$ cat src/rtl/assert_macros.svh
// Assertion macros shared by the frame unpacker RTL.
// Each macro expects clk and arst_n to be visible where it is used.
`ifndef ASSERT_MACROS_SVH
`define ASSERT_MACROS_SVH

// Condition implies expectation in the same cycle.
`define SFU_ASSERT_IMP(label, cond, conseq, msg) \
	label: assert property (@(posedge clk) disable iff (!arst_n) (cond) |-> (conseq)) \
		else $error(msg);

// Condition implies expectation in the following cycle.
`define SFU_ASSERT_NEXT(label, cond, conseq, msg) \
	label: assert property (@(posedge clk) disable iff (!arst_n) (cond) |=> (conseq)) \
		else $error(msg);

`endif

$ cat src/rtl/sfu_pkg.sv
// Shared types and constants for the serial frame unpacker.
// No dependencies; used by every module of the block except sfu_ram.
`timescale 1ns / 1ps

package sfu_pkg;

	localparam int BYTE_W          = 8;
	localparam int BYTE_IDX_W      = 6;
	localparam int SUM_W           = 16;
	localparam int FRAME_BYTES_DEF = 64;
	localparam int NUM_BANKS       = 2;
	localparam int PADDR_W         = 3;
	localparam int PDATA_W         = 32;
	localparam logic [BYTE_W-1:0] HEADER_RESET = 8'hAA;

	// Register index of the header byte, taken from paddr[2].
	localparam logic REG_HEADER = 1'b0;

	// Descriptor of one verified frame waiting to be sent.
	typedef struct packed {
		logic                  bank;
		logic [BYTE_IDX_W-1:0] len;
	} desc_t;

endpackage

$ cat src/rtl/sfu_ram.sv
// Generic simple dual-port RAM: one write port, one read port with registered data.
// No dependencies.
`timescale 1ns / 1ps

module sfu_ram #(
	parameter int WIDTH = 8,
	parameter int DEPTH = 128
) (
	input  logic                     clk,
	input  logic                     we,
	input  logic [$clog2(DEPTH)-1:0] waddr,
	input  logic [WIDTH-1:0]         wdata,
	input  logic                     re,
	input  logic [$clog2(DEPTH)-1:0] raddr,
	output logic [WIDTH-1:0]         rdata
);

	logic [WIDTH-1:0] mem_q [DEPTH];
	logic [WIDTH-1:0] rdata_q;

	// Write port and read port; the read data holds while re is low.
	always_ff @(posedge clk) begin
		if (we) begin
			mem_q[waddr] <= wdata;
		end
		if (re) begin
			rdata_q <= mem_q[raddr];
		end
	end

	assign rdata = rdata_q;

endmodule

$ cat src/rtl/sfu_front.sv
// Front end: hunts for the header, checks the length, stores the frame and its sum.
// Depends on sfu_pkg; writes frame bytes into the frame RAM, pushes descriptors.
`timescale 1ns / 1ps
`include "assert_macros.svh"

module sfu_front #(
	parameter int FRAME_BYTES = sfu_pkg::FRAME_BYTES_DEF,
	parameter int IDX_W       = $clog2(FRAME_BYTES)
) (
	input  logic                      clk,
	input  logic                      arst_n,
	input  logic                      in_accept,
	input  logic [sfu_pkg::BYTE_W-1:0] in_byte,
	input  logic [sfu_pkg::BYTE_W-1:0] header_value,
	output logic                      ram_we,
	output logic [IDX_W:0]            ram_waddr,
	output logic [sfu_pkg::BYTE_W-1:0] ram_wdata,
	output logic                      push,
	output sfu_pkg::desc_t            push_desc
);

	import sfu_pkg::*;

	typedef enum logic [1:0] {
		ST_HUNT,
		ST_LEN,
		ST_BODY
	} state_t;

	localparam logic [BYTE_W-1:0] LEN_LIMIT = BYTE_W'(FRAME_BYTES - 1);

	state_t            state_q;
	logic [IDX_W-1:0]  fill_q;
	logic [IDX_W-1:0]  len_q;
	logic [SUM_W-1:0]  sum_q;
	logic [BYTE_W-1:0] hi_q;
	logic              bank_q;

	logic hdr_hit;
	logic len_ok;
	logic final_byte;
	logic sum_ok;

	// Byte classification.
	always_comb begin
		hdr_hit    = (in_byte == header_value);
		len_ok     = (in_byte != '0) && (in_byte < LEN_LIMIT);
		final_byte = (fill_q == len_q + IDX_W'(1));
		sum_ok     = (sum_q == {hi_q, in_byte});
	end

	// Frame RAM write: header at index 0, all other bytes at the fill index.
	always_comb begin
		ram_wdata = in_byte;
		ram_waddr = {bank_q, (state_q == ST_HUNT) ? IDX_W'(0) : fill_q};
		case (state_q)
			ST_HUNT: ram_we = in_accept && hdr_hit;
			ST_LEN:  ram_we = in_accept && len_ok;
			ST_BODY: ram_we = in_accept;
			default: ram_we = 1'b0;
		endcase
	end

	// A frame whose final byte matches the sum is handed to the back end.
	assign push           = in_accept && (state_q == ST_BODY) && final_byte && sum_ok;
	assign push_desc.bank = bank_q;
	assign push_desc.len  = BYTE_IDX_W'(len_q);

	// Parser state, fill index, running sum and checksum high byte.
	always_ff @(posedge clk or negedge arst_n) begin
		if (!arst_n) begin
			state_q <= ST_HUNT;
			fill_q  <= '0;
			len_q   <= '0;
			sum_q   <= '0;
			hi_q    <= '0;
			bank_q  <= 1'b0;
		end else if (in_accept) begin
			case (state_q)
				ST_HUNT: begin
					if (hdr_hit) begin
						state_q <= ST_LEN;
						fill_q  <= IDX_W'(1);
						sum_q   <= '0;
					end
				end
				ST_LEN: begin
					if (len_ok) begin
						state_q <= ST_BODY;
						len_q   <= in_byte[IDX_W-1:0];
						fill_q  <= IDX_W'(2);
						// The length byte sits at index 1 and is summed unless L is one.
						sum_q   <= (in_byte > BYTE_W'(1)) ? SUM_W'(in_byte) : '0;
						hi_q    <= in_byte;
					end else begin
						state_q <= ST_HUNT;
					end
				end
				ST_BODY: begin
					if (final_byte) begin
						state_q <= ST_HUNT;
						if (sum_ok) begin
							bank_q <= ~bank_q;
						end
					end else begin
						fill_q <= fill_q + IDX_W'(1);
						if (fill_q < len_q) begin
							sum_q <= sum_q + SUM_W'(in_byte);
						end
						if (fill_q == len_q) begin
							hi_q <= in_byte;
						end
					end
				end
				default: begin
					state_q <= ST_HUNT;
				end
			endcase
		end
	end

	// The fill index never runs past the final checksum byte.
	`SFU_ASSERT_IMP(a_fill_bound, state_q == ST_BODY, fill_q <= len_q + IDX_W'(1), "fill index past frame end")

endmodule

$ cat src/rtl/sfu_desc_fifo.sv
// Two-entry queue of frame descriptors between the front and back ends.
// Depends on sfu_pkg for the descriptor type.
`timescale 1ns / 1ps
`include "assert_macros.svh"

module sfu_desc_fifo (
	input  logic           clk,
	input  logic           arst_n,
	input  logic           push,
	input  sfu_pkg::desc_t push_desc,
	input  logic           pop,
	output sfu_pkg::desc_t head,
	output logic           not_empty,
	output logic           full
);

	import sfu_pkg::*;

	localparam int CNT_W = $clog2(NUM_BANKS + 1);
	localparam int PTR_W = $clog2(NUM_BANKS);

	desc_t            slot_q [NUM_BANKS];
	logic [PTR_W-1:0] wr_ptr_q;
	logic [PTR_W-1:0] rd_ptr_q;
	logic [CNT_W-1:0] count_q;

	assign head      = slot_q[rd_ptr_q];
	assign not_empty = (count_q != '0);
	assign full      = (count_q == CNT_W'(NUM_BANKS));

	// Descriptor storage; no reset needed for payload.
	always_ff @(posedge clk) begin
		if (push) begin
			slot_q[wr_ptr_q] <= push_desc;
		end
	end

	// Pointers and occupancy.
	always_ff @(posedge clk or negedge arst_n) begin
		if (!arst_n) begin
			wr_ptr_q <= '0;
			rd_ptr_q <= '0;
			count_q  <= '0;
		end else begin
			if (push) begin
				wr_ptr_q <= wr_ptr_q + PTR_W'(1);
			end
			if (pop) begin
				rd_ptr_q <= rd_ptr_q + PTR_W'(1);
			end
			case ({push, pop})
				2'b10:   count_q <= count_q + CNT_W'(1);
				2'b01:   count_q <= count_q - CNT_W'(1);
				default: count_q <= count_q;
			endcase
		end
	end

	`SFU_ASSERT_IMP(a_push_room, push, !full, "descriptor pushed into a full queue")
	`SFU_ASSERT_IMP(a_pop_data, pop, not_empty, "descriptor popped from an empty queue")

endmodule

$ cat src/rtl/sfu_back.sv
// Back end: reads verified frames from the frame RAM and sends them byte by byte.
// Depends on sfu_pkg; takes descriptors from sfu_desc_fifo.
`timescale 1ns / 1ps
`include "assert_macros.svh"

module sfu_back #(
	parameter int FRAME_BYTES = sfu_pkg::FRAME_BYTES_DEF,
	parameter int IDX_W       = $clog2(FRAME_BYTES)
) (
	input  logic                          clk,
	input  logic                          arst_n,
	input  sfu_pkg::desc_t                head,
	input  logic                          not_empty,
	output logic                          pop,
	output logic                          ram_re,
	output logic [IDX_W:0]                ram_raddr,
	input  logic [sfu_pkg::BYTE_W-1:0]     ram_rdata,
	output logic                          out_valid,
	input  logic                          out_stall,
	output logic [sfu_pkg::BYTE_W-1:0]     frame_byte,
	output logic [sfu_pkg::BYTE_IDX_W-1:0] byte_index,
	output logic                          last_byte
);

	import sfu_pkg::*;

	logic [BYTE_IDX_W-1:0] cnt_q;
	logic                  rd_valid_s1;
	logic [BYTE_IDX_W-1:0] idx_s1;
	logic                  last_s1;
	logic                  out_valid_q;
	logic [BYTE_W-1:0]     frame_byte_q;
	logic [BYTE_IDX_W-1:0] byte_index_q;
	logic                  last_byte_q;

	logic move;
	logic issue;
	logic last_issue;

	// Read data moves to the output register when it is empty or being taken;
	// a new read is issued only when the RAM data register will be free.
	always_comb begin
		move       = rd_valid_s1 && (!out_valid_q || !out_stall);
		issue      = not_empty && (!rd_valid_s1 || move);
		last_issue = (cnt_q == head.len + BYTE_IDX_W'(1));
	end

	assign ram_re    = issue;
	assign ram_raddr = {head.bank, cnt_q[IDX_W-1:0]};
	assign pop       = issue && last_issue;

	// Read issue counter and the RAM read stage.
	always_ff @(posedge clk or negedge arst_n) begin
		if (!arst_n) begin
			cnt_q       <= '0;
			rd_valid_s1 <= 1'b0;
			idx_s1      <= '0;
			last_s1     <= 1'b0;
		end else begin
			rd_valid_s1 <= issue || (rd_valid_s1 && !move);
			if (issue) begin
				idx_s1  <= cnt_q;
				last_s1 <= last_issue;
				cnt_q   <= last_issue ? '0 : cnt_q + BYTE_IDX_W'(1);
			end
		end
	end

	// Output register.
	always_ff @(posedge clk or negedge arst_n) begin
		if (!arst_n) begin
			out_valid_q  <= 1'b0;
			frame_byte_q <= '0;
			byte_index_q <= '0;
			last_byte_q  <= 1'b0;
		end else if (move) begin
			out_valid_q  <= 1'b1;
			frame_byte_q <= ram_rdata;
			byte_index_q <= idx_s1;
			last_byte_q  <= last_s1;
		end else if (!out_stall) begin
			out_valid_q <= 1'b0;
		end
	end

	assign out_valid  = out_valid_q;
	assign frame_byte = frame_byte_q;
	assign byte_index = byte_index_q;
	assign last_byte  = last_byte_q;

	// Read data that cannot move must stay in the RAM data register.
	`SFU_ASSERT_NEXT(a_hold_read, rd_valid_s1 && !move, rd_valid_s1, "pending read data dropped")

endmodule

$ cat src/rtl/serial_frame_unpacker_sum16.sv
// Serial frame unpacker with a 16-bit additive checksum.
// Channels: input bytes on in_valid/in_stall/rx_byte; verified frame bytes on
// out_valid/out_stall with frame_byte, byte_index and last_byte. A transfer
// happens on a rising edge with valid high and stall low.
// The parser waits for header_value, takes a length byte L with 0 < L < FRAME_BYTES-1,
// then L more bytes; the 16-bit sum of bytes 1..L-1 must equal bytes L,L+1
// (big-endian). Good frames are sent whole (L+2 bytes, last one marked); bad
// frames vanish without output.
// Throughput: one input byte per cycle while a frame buffer is free; the front
// end parses on the fly. Frames sit in two RAM banks; input stalls while both
// hold frames, until the last byte of the older one is read from the RAM.
// Output runs at one byte per cycle while out_stall is low, limited by the single RAM read port.
// With no earlier frame waiting, the first byte of a good frame follows the transfer of
// its final checksum byte through the descriptor queue, RAM read register and output register.
// Reset: parser hunts, header_value is 0xAA, no frames queued. A stalled output
// holds its byte; stalls back up into the queue and then into the input.
// Config: APB register 0 (header_value); the user writes it only while the block is idle (not enforced).
`timescale 1ns / 1ps

module serial_frame_unpacker_sum16 #(
	parameter int FRAME_BYTES = sfu_pkg::FRAME_BYTES_DEF
) (
	input  logic                           clk,
	input  logic                           arst_n,
	input  logic                           psel,
	input  logic                           penable,
	input  logic                           pwrite,
	input  logic [sfu_pkg::PADDR_W-1:0]    paddr,
	input  logic [sfu_pkg::PDATA_W-1:0]    pwdata,
	output logic [sfu_pkg::PDATA_W-1:0]    prdata,
	output logic                           pready,
	input  logic                           in_valid,
	output logic                           in_stall,
	input  logic [sfu_pkg::BYTE_W-1:0]      rx_byte,
	output logic                           out_valid,
	input  logic                           out_stall,
	output logic [sfu_pkg::BYTE_W-1:0]      frame_byte,
	output logic [sfu_pkg::BYTE_IDX_W-1:0]  byte_index,
	output logic                           last_byte
);

	import sfu_pkg::*;

	localparam int IDX_W = $clog2(FRAME_BYTES);
	localparam int RAM_DEPTH = NUM_BANKS << IDX_W;

	logic [BYTE_W-1:0] header_q;
	logic              cfg_wr;
	logic              in_accept;

	logic              ram_we;
	logic [IDX_W:0]    ram_waddr;
	logic [BYTE_W-1:0] ram_wdata;
	logic              ram_re;
	logic [IDX_W:0]    ram_raddr;
	logic [BYTE_W-1:0] ram_rdata;

	logic  push;
	desc_t push_desc;
	logic  pop;
	desc_t head;
	logic  not_empty;
	logic  full;

	// Configuration register.
	assign pready = 1'b1;
	assign cfg_wr = psel && penable && pwrite && (paddr[2] == REG_HEADER);

	always_ff @(posedge clk or negedge arst_n) begin
		if (!arst_n) begin
			header_q <= HEADER_RESET;
		end else if (cfg_wr) begin
			header_q <= pwdata[BYTE_W-1:0];
		end
	end

	assign prdata = (paddr[2] == REG_HEADER) ? PDATA_W'(header_q) : '0;

	// Input transfers are held off while both frame banks are taken.
	assign in_stall  = full;
	assign in_accept = in_valid && !full;

	sfu_front #(
		.FRAME_BYTES(FRAME_BYTES),
		.IDX_W      (IDX_W)
	) u_front (
		.clk         (clk),
		.arst_n      (arst_n),
		.in_accept   (in_accept),
		.in_byte     (rx_byte),
		.header_value(header_q),
		.ram_we      (ram_we),
		.ram_waddr   (ram_waddr),
		.ram_wdata   (ram_wdata),
		.push        (push),
		.push_desc   (push_desc)
	);

	sfu_ram #(
		.WIDTH(BYTE_W),
		.DEPTH(RAM_DEPTH)
	) u_ram (
		.clk  (clk),
		.we   (ram_we),
		.waddr(ram_waddr),
		.wdata(ram_wdata),
		.re   (ram_re),
		.raddr(ram_raddr),
		.rdata(ram_rdata)
	);

	sfu_desc_fifo u_fifo (
		.clk      (clk),
		.arst_n   (arst_n),
		.push     (push),
		.push_desc(push_desc),
		.pop      (pop),
		.head     (head),
		.not_empty(not_empty),
		.full     (full)
	);

	sfu_back #(
		.FRAME_BYTES(FRAME_BYTES),
		.IDX_W      (IDX_W)
	) u_back (
		.clk       (clk),
		.arst_n    (arst_n),
		.head      (head),
		.not_empty (not_empty),
		.pop       (pop),
		.ram_re    (ram_re),
		.ram_raddr (ram_raddr),
		.ram_rdata (ram_rdata),
		.out_valid (out_valid),
		.out_stall (out_stall),
		.frame_byte(frame_byte),
		.byte_index(byte_index),
		.last_byte (last_byte)
	);

endmodule
$ cat config.mk
export PLATFORM = sky130hd
export DESIGN_NAME = serial_frame_unpacker_sum16
export DESIGN_NICKNAME = d
export VERILOG_FILES = /design/src/rtl/sfu_pkg.sv /design/src/rtl/sfu_ram.sv /design/src/rtl/sfu_front.sv /design/src/rtl/sfu_desc_fifo.sv /design/src/rtl/sfu_back.sv /design/src/rtl/serial_frame_unpacker_sum16.sv
export VERILOG_INCLUDE_DIRS = /design/src /design/src/rtl
export SDC_FILE = /design/constraint.sdc
export NUM_CORES = 1
export LEC_CHECK = 0
export BUFFER_PORTS_ARGS = -buffer_cell sky130_fd_sc_hd__buf_4
export CAP_MARGIN = 0
export CORE_MARGIN = 3
export CORE_UTILIZATION = 30
export DETAILED_ROUTE_END_ITERATION = 8
export GPL_ROUTABILITY_DRIVEN = 0
export HOLD_SLACK_MARGIN = 0.12
export SLEW_MARGIN = 5
export SYNTH_ARGS = -nofsm -noshare
export SYNTH_HDL_FRONTEND = slang
export SYNTH_SLANG_ARGS = --single-unit
$ cat constraint.sdc
create_clock -name clk -period 3.41 [get_ports clk]
set_clock_uncertainty 0.1 [all_clocks]
set_input_delay 0.5115 -clock clk [delete_from_list [all_inputs] [get_ports clk]]
set_output_delay 0.5115 -clock clk [all_outputs]
set_load 0.02 [all_outputs]
# Word-level counts from Yosys, hierarchy flattened
# Memories as Yosys holds them, arrays and structs flattened. A register that Yosys moved wholly into a read port is not among the register bits.
# Cells that the tools add are included.
word_totals:
  ff_bits: 81
  ramBits: 1038
  in_bits: 50
  elab_cells: 114
  n_memories: 2
op_classes:
  add_sub_neg: 9
  magnitude_cmp: 3
  eq_ne: 17
  muxes: 29
  bitwise_logic: 2
  n_reduce_logical: 34
mem_list:
  columns: ["name", "depth", "word_bits", "rd", "rd_ports_with_merged_regs", "wr", "line_no", "rtl"]
  rows:
  - ["u_ram.mem_q", 128, 8, 1, 1, 1, "sfu_ram.sv:18", "logic [WIDTH-1:0] mem_q [DEPTH];"]
  - ["u_fifo.slot_q", 2, 7, 1, 0, 1, "sfu_desc_fifo.sv:22", "desc_t slot_q [NUM_BANKS];"]
ops:
  columns: ["operator", "count"]
  rows:
  - ["16-bit 2-to-1 mux", 4]
  - ["16-bit one-hot mux with 3 select lines", 1]
  - ["8-bit 2-to-1 mux", 5]
  - ["6-bit 2-to-1 mux", 5]
  - ["6-bit by 1-bit adder with 6-bit output (second input constant)", 4]
  - ["6-bit equality test", 3]
  - ["6-bit one-hot mux with 3 select lines", 1]
  - ["16-bit by 8-bit adder with 16-bit output", 1]
  - ["16-bit equality test", 1]
  - ["8-bit one-hot mux with 2 select lines", 1]
  - ["1-bit logical AND", 14]
  - ["5-bit AND reduction", 2]
  - ["8-bit equality test", 1]
  - ["8-bit by 1-bit greater-than comparator with 1-bit output (second input constant)", 1]
  - ["8-bit by 6-bit < comparator with 1-bit output (second input constant)", 1]
  - ["2-bit by 1-bit != test with 1-bit output (second input constant)", 4]
  - ["8-bit nonzero test", 1]
  - ["2-bit equality test (second input constant)", 3]
  - ["6-bit < comparator", 1]
  - ["1-bit 2-to-1 mux", 6]
  - ["2-bit 2-to-1 mux", 3]
  - ["2-bit != test (second input constant)", 3]
  - ["2-bit one-hot mux with 3 select lines", 1]
  - ["3-bit AND reduction", 2]
  - ["other kinds (14)", 25]

# Depth between registers and ports, before layout
# Gate-level depths: netlist of run 1.
logic_depth:
  depth_word: 8
  ltp_mapped: 14

# By module
# From an unflattened synthesis of run 1, not the netlist that was laid out.
hier_totals:
  cells_unflattened: 2161
  area_unflattened_um2: 45414.8
by_module_without_submodules:
  columns: ["module", "n_inst", "cells_per_inst", "area_per_inst_um2", "seq_area_each_um2"]
  rows:
  - ["sfu_ram", 1, 1635, 39745.6, 30989.7]
  - ["sfu_front", 1, 314, 3016.6, 975.9]
  - ["sfu_back", 1, 121, 1368.8, 750.7]
  - ["sfu_desc_fifo", 1, 38, 693.2, 520.5]
  - ["serial_frame_unpacker_sum16", 1, 53, 590.6, 205.2]

# Worst setup path after synthesis of run 1
# No wires, ideal clock.
synth_timing:
  kind: "flip-flop to flip-flop"
  from: "register u_fifo.rd_ptr_q"
  to: "register u_fifo.count_q[1]"
  setup_time_ps: 80
  arrival_ps: 2828
  required_time_ps: 3230
  path_slack_ps: 402
  stages_incl_launch_ff: 14
  path_cell_list: "dfrtp_1 clkbuf_1 buf_2 mux2_2 ha_1 xnor2_1 nand4_1 o22ai_1 a21boi_1 nand2_1 inv_1 ha_1 nor2_1 xnor2_1"
synth_via:
  elab_chain_len: 6
  elab_cells_between_ends: 8
  classes_between: "add/sub: 1; eq/ne: 3; mux: 1; reduce/logical: 2; memory: 1"
synth_rtl:
  columns: ["element", "line_no", "rtl"]
  rows:
  - ["from (decl)", "sfu_desc_fifo.sv:24", "logic [PTR_W-1:0] rd_ptr_q;"]
  - ["from (signal assigned)", "sfu_desc_fifo.sv:49", "rd_ptr_q <= rd_ptr_q + PTR_W'(1);"]
  - ["memory read 2 x 7 bit (*)", null, null]
  - ["6-bit by 1-bit adder with 6-bit output (*)", "sfu_back.sv:45", "last_issue = (cnt_q == head.len + BYTE_IDX_W'(1));"]
  - ["6-bit equality test (*)", "sfu_back.sv:45", null]
  - ["1-bit logical AND (*)", "sfu_back.sv:50", "assign pop = issue && last_issue;"]
  - ["via pop", "serial_frame_unpacker_sum16.sv:60", "logic pop;"]
  - ["2-bit by 1-bit equality test with 1-bit output or 2-bit equality test (tied branches)", "sfu_desc_fifo.sv:51", "case ({push, pop})"]
  - ["2-bit one-hot mux with 2 select lines or 2-bit nonzero test (tied branches)", null, null]
  - ["to (signal assigned)", "sfu_desc_fifo.sv:52", "2'b10: count_q <= count_q + CNT_W'(1);"]
  - ["to (signal assigned)", "sfu_desc_fifo.sv:53", "2'b01: count_q <= count_q - CNT_W'(1);"]
  - ["to (signal assigned)", "sfu_desc_fifo.sv:54", "default: count_q <= count_q;"]
  - ["to (decl)", "sfu_desc_fifo.sv:25", "logic [CNT_W-1:0] count_q;"]
# The timed path passes the listed nets; every way through them passes the cells marked *.
# A chain may end at the register's enable or synchronous reset.

==> results of run 1 <==
synth_stat cells (all sizes together), types with 3 or more instances:
library cell / instances / area share, %
nand3: 28 / 0.33
a31o: 3 / 0.058
edfxtp: 1046 / 70
o21a: 5 / 0.083
buf: 84 / 1.1
a21oi: 54 / 0.60
nand2b: 6 / 0.083
ha: 23 / 0.64
xor2: 18 / 0.35
or3: 5 / 0.070
o21ai: 46 / 0.51
nor3: 9 / 0.10
nor4: 21 / 0.29
a22o: 17 / 0.33
inv: 22 / 0.18
nor2: 203 / 1.7
and2: 9 / 0.13
xnor2: 25 / 0.49
o22ai: 34 / 0.47
nand3b: 4 / 0.067
dfrtp: 77 / 4.3
a21o: 4 / 0.067
and3: 3 / 0.042
nor2b: 21 / 0.29
mux4: 256 / 13
dfstp: 4 / 0.23
mux2i: 69 / 1.5
nand4: 9 / 0.13
mux2: 34 / 0.85
clkbuf: 59 / 0.49
a22oi: 6 / 0.10
a2111oi: 16 / 0.31
nand2: 75 / 0.63
metrics by stage:
stage | worst slack [ns] | instances
6_report | 0.1945 | 4741
5_1_grt | 0.07177 | 4741
4_1_cts | 0.1852 | 4741
3_5_place_dp | 0.1932 | 4522
3_3_place_gp | 0.2453 | 4522
2_1_floorplan | 0.4022 | 2357
final cells by class:
| type | count | area share (%) |
|---|---|---|
| flip-flops and latches | 1127 | 62.83 |
| multi-input cells | 1065 | 20.33 |
| clock buffers | 128 | 5.497 |
| repair buffers | 317 | 4.945 |
| well taps | 2002 | 4.705 |
| clock inverters | 80 | 1.532 |
| inverters | 22 | 0.1551 |
per-layer routing:
metal / GRT usage [%] / share of wire (%)
met5: 0 / 0
met3: 2.811 / 6.8
met2: 21.67 / 48
met4: 4.082 / 2.9
met1: 18.30 / 43
power groups by stage:
stage               Combinational (mW)  Sequential, mW  Clock, mW
floorplan                         4.47            15.8          0
global placement                  7.21            15.9          0
detailed placement                7.26            15.9          0
CTS                               7.28            15.6       12.8
global route                      7.64            15.6       13.4
finish                            7.14            15.6       12.5
state kept, by name, summed over array words and instances, names as in the netlist, 2 cells and up:
| name | flops |
|---|---|
| u_front.sum_q | 16 |
| u_back.byte_index | 6 |
| u_back.idx_s1 | 6 |
| u_fifo.slot_q | 14 |
| u_back.cnt_q | 6 |
| u_front.len_q | 6 |
| u_ram.rdata | 8 |
| u_ram.mem_q | 1024 |
| header_q | 8 |
| u_front.state_q | 2 |
| u_back.frame_byte | 8 |
| u_front.hi_q | 8 |
| u_front.fill_q | 6 |
| u_fifo.count_q | 2 |
critical path: cells and delay by family (launching register included):
kind,cells,cell delay [ns]
and+or+nand+nor,2,1.11
DFF,1,0.58
buffers and inverters,2,0.39
muxes,2,0.39
AOI/OAI and AO/OA,2,0.48
worst max-delay path by stage:
stage                                      startpoint                             to  slack (ns)  cells after the start
after floorplan           u_fifo.rd_ptr_q$_DFFE_PN0P_  u_fifo.count_q[1]$_DFFE_PN0P_        0.40                     13
after global placement                     rx_byte[2]  u_ram.mem_q[104][0]$_DFFE_PP_        0.25                      8
after detailed placement  u_back.cnt_q[0]$_DFFE_PN0P_       u_ram.rdata[5]$_DFFE_PP_        0.19                      8
after CTS                 u_back.cnt_q[0]$_DFFE_PN0P_       u_ram.rdata[5]$_DFFE_PP_        0.19                      8
after global routing      u_fifo.rd_ptr_q$_DFFE_PN0P_  u_fifo.count_q[1]$_DFFE_PN0P_        0.07                     12
final                     u_back.cnt_q[0]$_DFFE_PN0P_       u_ram.rdata[5]$_DFFE_PP_        0.19                      8
logic make-up after synthesis:
family / Yosys count
other: 2
AOI/OAI and AO/OA: 210
buffers and inverters: 165
xor gates and xnor gates: 43
DFF: 1127
muxes: 359
and+or+nand+nor: 404
adders and majority gates: 24
==> flow_metrics.py, run 1 <==
metrics = {
    "logic_synthesis": {
        "synth.area.mux_share_pct": 15.21,
        "synth.avg_cell_area_sq_um": 19.27,
        "yosys_warnings": 0,
        "ys_ff_latch": 1127,
        "synth-simple-area-share_pct": 4.057,
        "synthesis.instances": 2334,
        "synth_fa_ha_area_share_pct": 0.6845,
        "syn_area_sq_um": 44970,
        "synth_xor_area_share_pct": 0.8376,
        "synth_edf_count": 1046,
        "ys_seq_area_share_pct": 74.37,
        "synth_top_family_by_area": "multiplexers",
        "synth_cell_types": 65,
        "async_flop_share_pct": 7.187,
        "synthFlopType": "edfxtp_1",
        "synth-compound-area-share_pct": 3.041,
    },
    "clock_tree": {
        "clock_latency_ns": 0.67,
        "ctsResizeCount": 0,
        "cts_setup_buffers": 0,
        "numCtsBuffers": 113,
        "cts.sinks": 1127,
        "cts_tree": "yes",
        "htree_levels": 3,
        "cts_buffer_depth": 3,
        "clk_pin_slew_worst_paths_ns": 0.06,
        "cts_hold_buf": 11,
        "cts-root-buf": "clkbuf_16",
    },
    "drt": {
        "wl_per_cell_um": 21.90,
        "viasPerCell": 4.809,
        "first_pass_iters": 6,
        "wl_um": 103800,
        "drc": 0,
        "drt-initial-drc-count": 1950,
        "via_count": 22800,
        "ant_nets": 0,
    },
    "hold_path": {
        "min-delay-start": "rx_byte[4]",
        "holdPathEnd": "u_front.sum_q[4]$_DFFE_PN0P_",
        "worst_hold_path_type": "primary input to register",
        "holdPathStages": 3,
    },
    "setup_path": {
        "critPathRequiredTime_ns": 3.85,
        "worstPathCellList": "buf_12 -> buf_4 -> mux4_2 -> mux2i_1 -> a22o_1 -> nor4_1 -> a21oi_1 -> nand2_1",
        "r2r-end": "u_ram.rdata[5]$_DFFE_PP_",
        "slowest_delay_ns": 0.96,
        "arrival_ns": 3.65,
        "setup.worst_path.end_class": "register",
        "cp-start-kind": "register",
        "cp_slowest_cell": "nor4_1",
        "rrSetupSlack_ns": 0.19,
        "cp_max_fo": 22,
        "criticalPathCategory": "register to register",
        "rr_worst_depth": 8,
        "r2r_start": "u_back.cnt_q[0]$_DFFE_PN0P_",
    },
    "power_and_ir_drop": {
        "p_per_area_nw_per_um2": 662.1,
        "ir_drop_mv": 0.4216,
        "seqPwrFrac_pct": 44.2,
        "pwr-share-comb_pct": 20.3,
        "p_leak_nw": 17.53,
        "p_clk_share_pct": 35.6,
        "p_sw_share_pct": 26.45,
        "total_power_mw": 35.25,
        "p_int_mw": 25.93,
        "p_switching_mw": 9.324,
    },
    "global_routing": {
        "grt_max_degree": 96,
        "antenna_found_initial": 1,
        "overflow": 0,
        "grt_pass1_wl_um": 154900,
        "grtUsageTotal_pct": 13.44,
        "grt_pass1_vias": 23260,
    },
    "timing": {
        "period_minus_slack_ns": 3.216,
        "worst_slew_pin_slew_ns": 1.119,
        "finalCritPeriodShare_pct": 94.30,
        "max_clock_freq_mhz": 311.0,
        "fin_setup_tns_ns": 0,
        "maxSlewViolCount": 0,
        "maxSlewHeadroom_pct": 24.74,
        "hold_violations": 0,
        "rsz0062_at_grt": "false",
        "setup_violations": 0,
        "holdWs_ns": 0.1629,
    },
    "floorplan": {
        "num_io_pins": 100,
        "coreArea_sq_um": 148400,
        "floorplan.die_area_sq_um": 154600,
        "start_util_pct": 30.31,
        "fp.dieW_um": 393.2,
        "die-height_um": 393.2,
        "std_cell_rows": 141,
    },
    "final_layout": {
        "layout_common_cells": "1046 x edfxtp_1, 288 x buf_4, 256 x mux4_2",
        "design_area_sq_um": 53240,
        "diodes": 0,
        "fin_util_pct": 35.88,
        "regArea_sq_um": 33450,
        "area_delta_synth_final_pct": 18.40,
        "nFillCells": 13660,
        "multi_input_area_sq_um": 10820,
        "final_common_cell": "edfxtp_1",
        "fin_nets": 2720,
        "drive_gt1_share_pct": 28.59,
    },
    "placement": {
        "dp.final_hpwl_um": 64310,
        "placed_area_sq_um": 49390,
        "io_buffers": 48,
    },
    "job": {
        "cap_violations": 0,
    },
    "run_status": {
        "status": "finished clean",
    },
}
No activity file was read; power rests on OpenSTA's default activity.
==> inputs of run 2 (changes only) <==
--- a/config.mk
+++ b/config.mk
@@ -6,6 +6,7 @@
 export SDC_FILE = /design/constraint.sdc
 export NUM_CORES = 1
 export LEC_CHECK = 0
+export ABC_AREA = 1
 export BUFFER_PORTS_ARGS = -buffer_cell sky130_fd_sc_hd__buf_4
 export CAP_MARGIN = 0
 export CORE_MARGIN = 3
==> run 2 against run 1 <==
Critical path depth increased by 4; non-clock buffer count decreased by 42; combinational power increased by 110%; via count increased by 41%; flip-flop and latch count unchanged; critical path type is now primary input to register; largest cell class unchanged; largest power group unchanged; highest routed layer unchanged.
==> flow_metrics.py, run 2 <==
metrics = {
    "drt": {
        "via_count": 32040,
        "wl_per_cell_um": 18.85,
        "ant_nets": 0,
        "drt-initial-drc-count": 3137,
        "drc": 0,
        "first_pass_iters": 7,
        "wl_um": 124900,
        "viasPerCell": 4.836,
    },
    "clock_tree": {
        "clk_pin_slew_worst_paths_ns": 0.06,
        "htree_levels": 3,
        "cts_tree": "yes",
        "cts.sinks": 1127,
        "cts-root-buf": "clkbuf_16",
        "cts_buffer_depth": 3,
        "cts_setup_buffers": 0,
        "clock_latency_ns": 0.70,
        "numCtsBuffers": 112,
    },
    "run_status": {
        "status": "finished clean",
    },
    "placement": {
        "placed_cells": 6397,
        "dp.final_hpwl_um": 75020,
        "io_buffers": 48,
    },
    "final_layout": {
        "fin_nets": 4531,
        "final_common_cell": "nand2_1",
        "top_register": "u_ram.mem_q",
        "largest_reg_flops": 1024,
        "layout_common_cells": "1436 x nand2_1, 1046 x edfxtp_1, 979 x nand3_1",
        "nFillCells": 15460,
        "final_cells": 6625,
        "area_delta_synth_final_pct": 15.26,
        "drive_gt1_share_pct": 11.16,
        "reg_top3": "u_ram.mem_q x1024, u_front.sum_q x16, u_fifo.slot_q x14",
    },
    "logic_synthesis": {
        "synth_top_family_by_area": "simple AND/OR/NAND/NOR gates",
        "async_flop_share_pct": 7.187,
        "synth_edf_count": 1046,
        "yosys_warnings": 0,
        "synth_top_cells_by_area": "edfxtp_1 65%, nand2_1 11%, nand3_1 10%",
        "synth.most_common_cell": "nand2_1",
        "synth-compound-area-share_pct": 0.8731,
        "synth_cell_types": 52,
        "synth-simple-area-share_pct": 24.36,
        "synth_top_area_cell": "edfxtp_1",
        "syn_area_sq_um": 48010,
        "ys_top_cells_by_count": "1436 x nand2_1, 1046 x edfxtp_1, 979 x nand3_1, 205 x nor2_1, 137 x buf_2",
        "synth_fa_ha_area_share_pct": 0.6411,
        "ys_seq_area_share_pct": 69.66,
        "synthFlopType": "edfxtp_1",
        "synth.avg_cell_area_sq_um": 11.12,
        "synth_top_area_share_pct": 65.42,
        "synthesis.instances": 4316,
        "ys_ff_latch": 1127,
        "synth_xor_area_share_pct": 0.4196,
        "synth.area.mux_share_pct": 0.3284,
    },
    "global_routing": {
        "antenna_found_initial": 5,
        "met2_usage_pct": 24.23,
        "met1_usage_pct": 20.50,
        "overflow": 0,
        "grt_pass1_wl_um": 188000,
        "met3_usage_pct": 1.850,
        "grt_max_degree": 195,
        "gr-max-usage-layer": "met2",
        "grtUsageTotal_pct": 14.87,
        "grt_pass1_vias": 30660,
    },
    "floorplan": {
        "fp.dieW_um": 406.0,
        "num_io_pins": 100,
        "std_cell_rows": 146,
        "start_util_pct": 30.24,
        "coreArea_sq_um": 158700,
        "die-height_um": 406.0,
        "floorplan.die_area_sq_um": 164900,
    },
    "timing": {
        "period_minus_slack_ns": 3.236,
        "rsz0062_at_grt": "true",
        "maxSlewViolCount": 0,
        "finalCritPeriodShare_pct": 94.89,
        "fin_setup_tns_ns": 0,
        "worst_slew_pin_slew_ns": 1.051,
        "setup_violations": 0,
        "maxSlewHeadroom_pct": 29.95,
        "max_clock_freq_mhz": 309.0,
        "hold_violations": 0,
    },
    "setup_path": {
        "r2r_start": "u_front.state_q[0]$_DFFE_PN0P_",
        "startpoint": "rx_byte[6]",
        "r2r-end": "u_ram.mem_q[12][2]$_DFFE_PP_",
        "arrival_ns": 3.47,
        "setup.worst_path.end_class": "register",
        "rrSetupSlack_ns": 0.29,
        "criticalPathCategory": "primary input to register",
        "cp_max_fo": 12,
        "cp-start-kind": "primary input",
        "critPathRequiredTime_ns": 3.64,
        "rr_worst_depth": 8,
    },
    "power_and_ir_drop": {
        "ir_drop_mv": 1.065,
        "p_per_area_nw_per_um2": 789.0,
        "p_leak_nw": 20.25,
    },
    "job": {
        "cap_violations": 0,
    },
    "hold_path": {
        "worst_hold_path_type": "primary input to async pin",
    },
}
-- run 2: cell count changes in the layout (fill, tap and decap cells not counted), sizes merged, moves of 27 or more --
cell	previous run	this run
inv	26	95
a21oi	54	27
nand2	75	1441
nand3	28	1000
buf	306	257
mux4	256	0
o22ai	34	5
mux2i	69	0
-- run 2: worst max path at each step --
| stage | end | slack, ns | cells after the start |
|---|---|---|---|
| after global placement | u_ram.mem_q[76][2]$_DFFE_PP_ | 0.15 | 11 |
| final | u_ram.mem_q[12][2]$_DFFE_PP_ | 0.17 | 12 |
| after detailed placement | u_ram.mem_q[36][5]$_DFFE_PP_ | 0.1 | 11 |
| after global routing | u_ram.mem_q[44][0]$_DFFE_PP_ | -0.09 | 12 |
| after CTS | u_ram.mem_q[44][2]$_DFFE_PP_ | 0.13 | 12 |
| after floorplan | u_fifo.count_q[1]$_DFFE_PN0P_ | 0.92 | 15 |
-- run 2: per-layer routing --
metal  part of all wire, %  wire length (um)  vias up
li1                      -                 -    15250
met1                    43             54210    15480
met2                    47             58940     1118
met3                   6.5              8142      201
met4                   2.9              3608        0
met5                     0                 0        -
-- run 2: stage by stage --
step | setup slack (ns) | power (mW) | hold WS, ns | utilization, % | instance area, sq um
3_3_place_gp | 0.1481 | 31.67 | 0.3596 | 32.46 | 51530
3_5_place_dp | 0.09529 | 31.81 | 0.3712 | 32.46 | 51530
5_1_grt | -0.08761 | 46.04 | 0.3152 | 34.86 | 55340
6_report | 0.1742 | 43.66 | 0.2734 | 34.86 | 55340
4_1_cts | 0.1275 | 43.89 | 0.2538 | 34.85 | 55320
2_1_floorplan | 0.9215 | 26.46 | 0.1159 | - | 48100
-- run 2: cells by family after synthesis --
group,count (synthesis)
fa+ha+maj,24
flops,1127
simple gates,2688
other cells,2
buf+inv,361
mux,14
xor+xnor,23
compound gates,77
-- run 2: layout make-up --
class	instances	area [sq um]	area share [%]
clock buffers	133	2934	5.302
repair buffers	275	2436	4.402
diodes	1	2.502	0.004522
flip-flops and latches	1127	33450	60.45
clock inverters	76	668.1	1.207
well taps	2072	2592	4.685
inverters	90	355.3	0.6421
multi-input cells	2851	12890	23.30
-- run 2: power breakdown --
group          total [mW]  internal, mW  leakage [nW]  switching, mW
clock                12.1          6.83          1.77           5.25
combinational        15.3          4.57          8.09           10.8
sequential           16.2          15.7          10.4          0.583
-- run 2: critical path, stage by stage --
cell and delay (ns):
dlygate4sd3_1 0.61, buf_6 0.22, buf_4 0.18, xnor2_1 0.11, nand2_1 0.06, nor2_1 0.08
nand2_1 0.10, nand2_1 0.11, nand3_4 0.11, nand2_8 0.16, nand3_4 0.41, nor2_1 0.73
-- run 2: repair_timing --
item,in CTS,in global routing
hold endpoints to repair,86,0
gates resized for setup,0,8
endpoints found under the setup margin,0,104
hold buffers,18,0
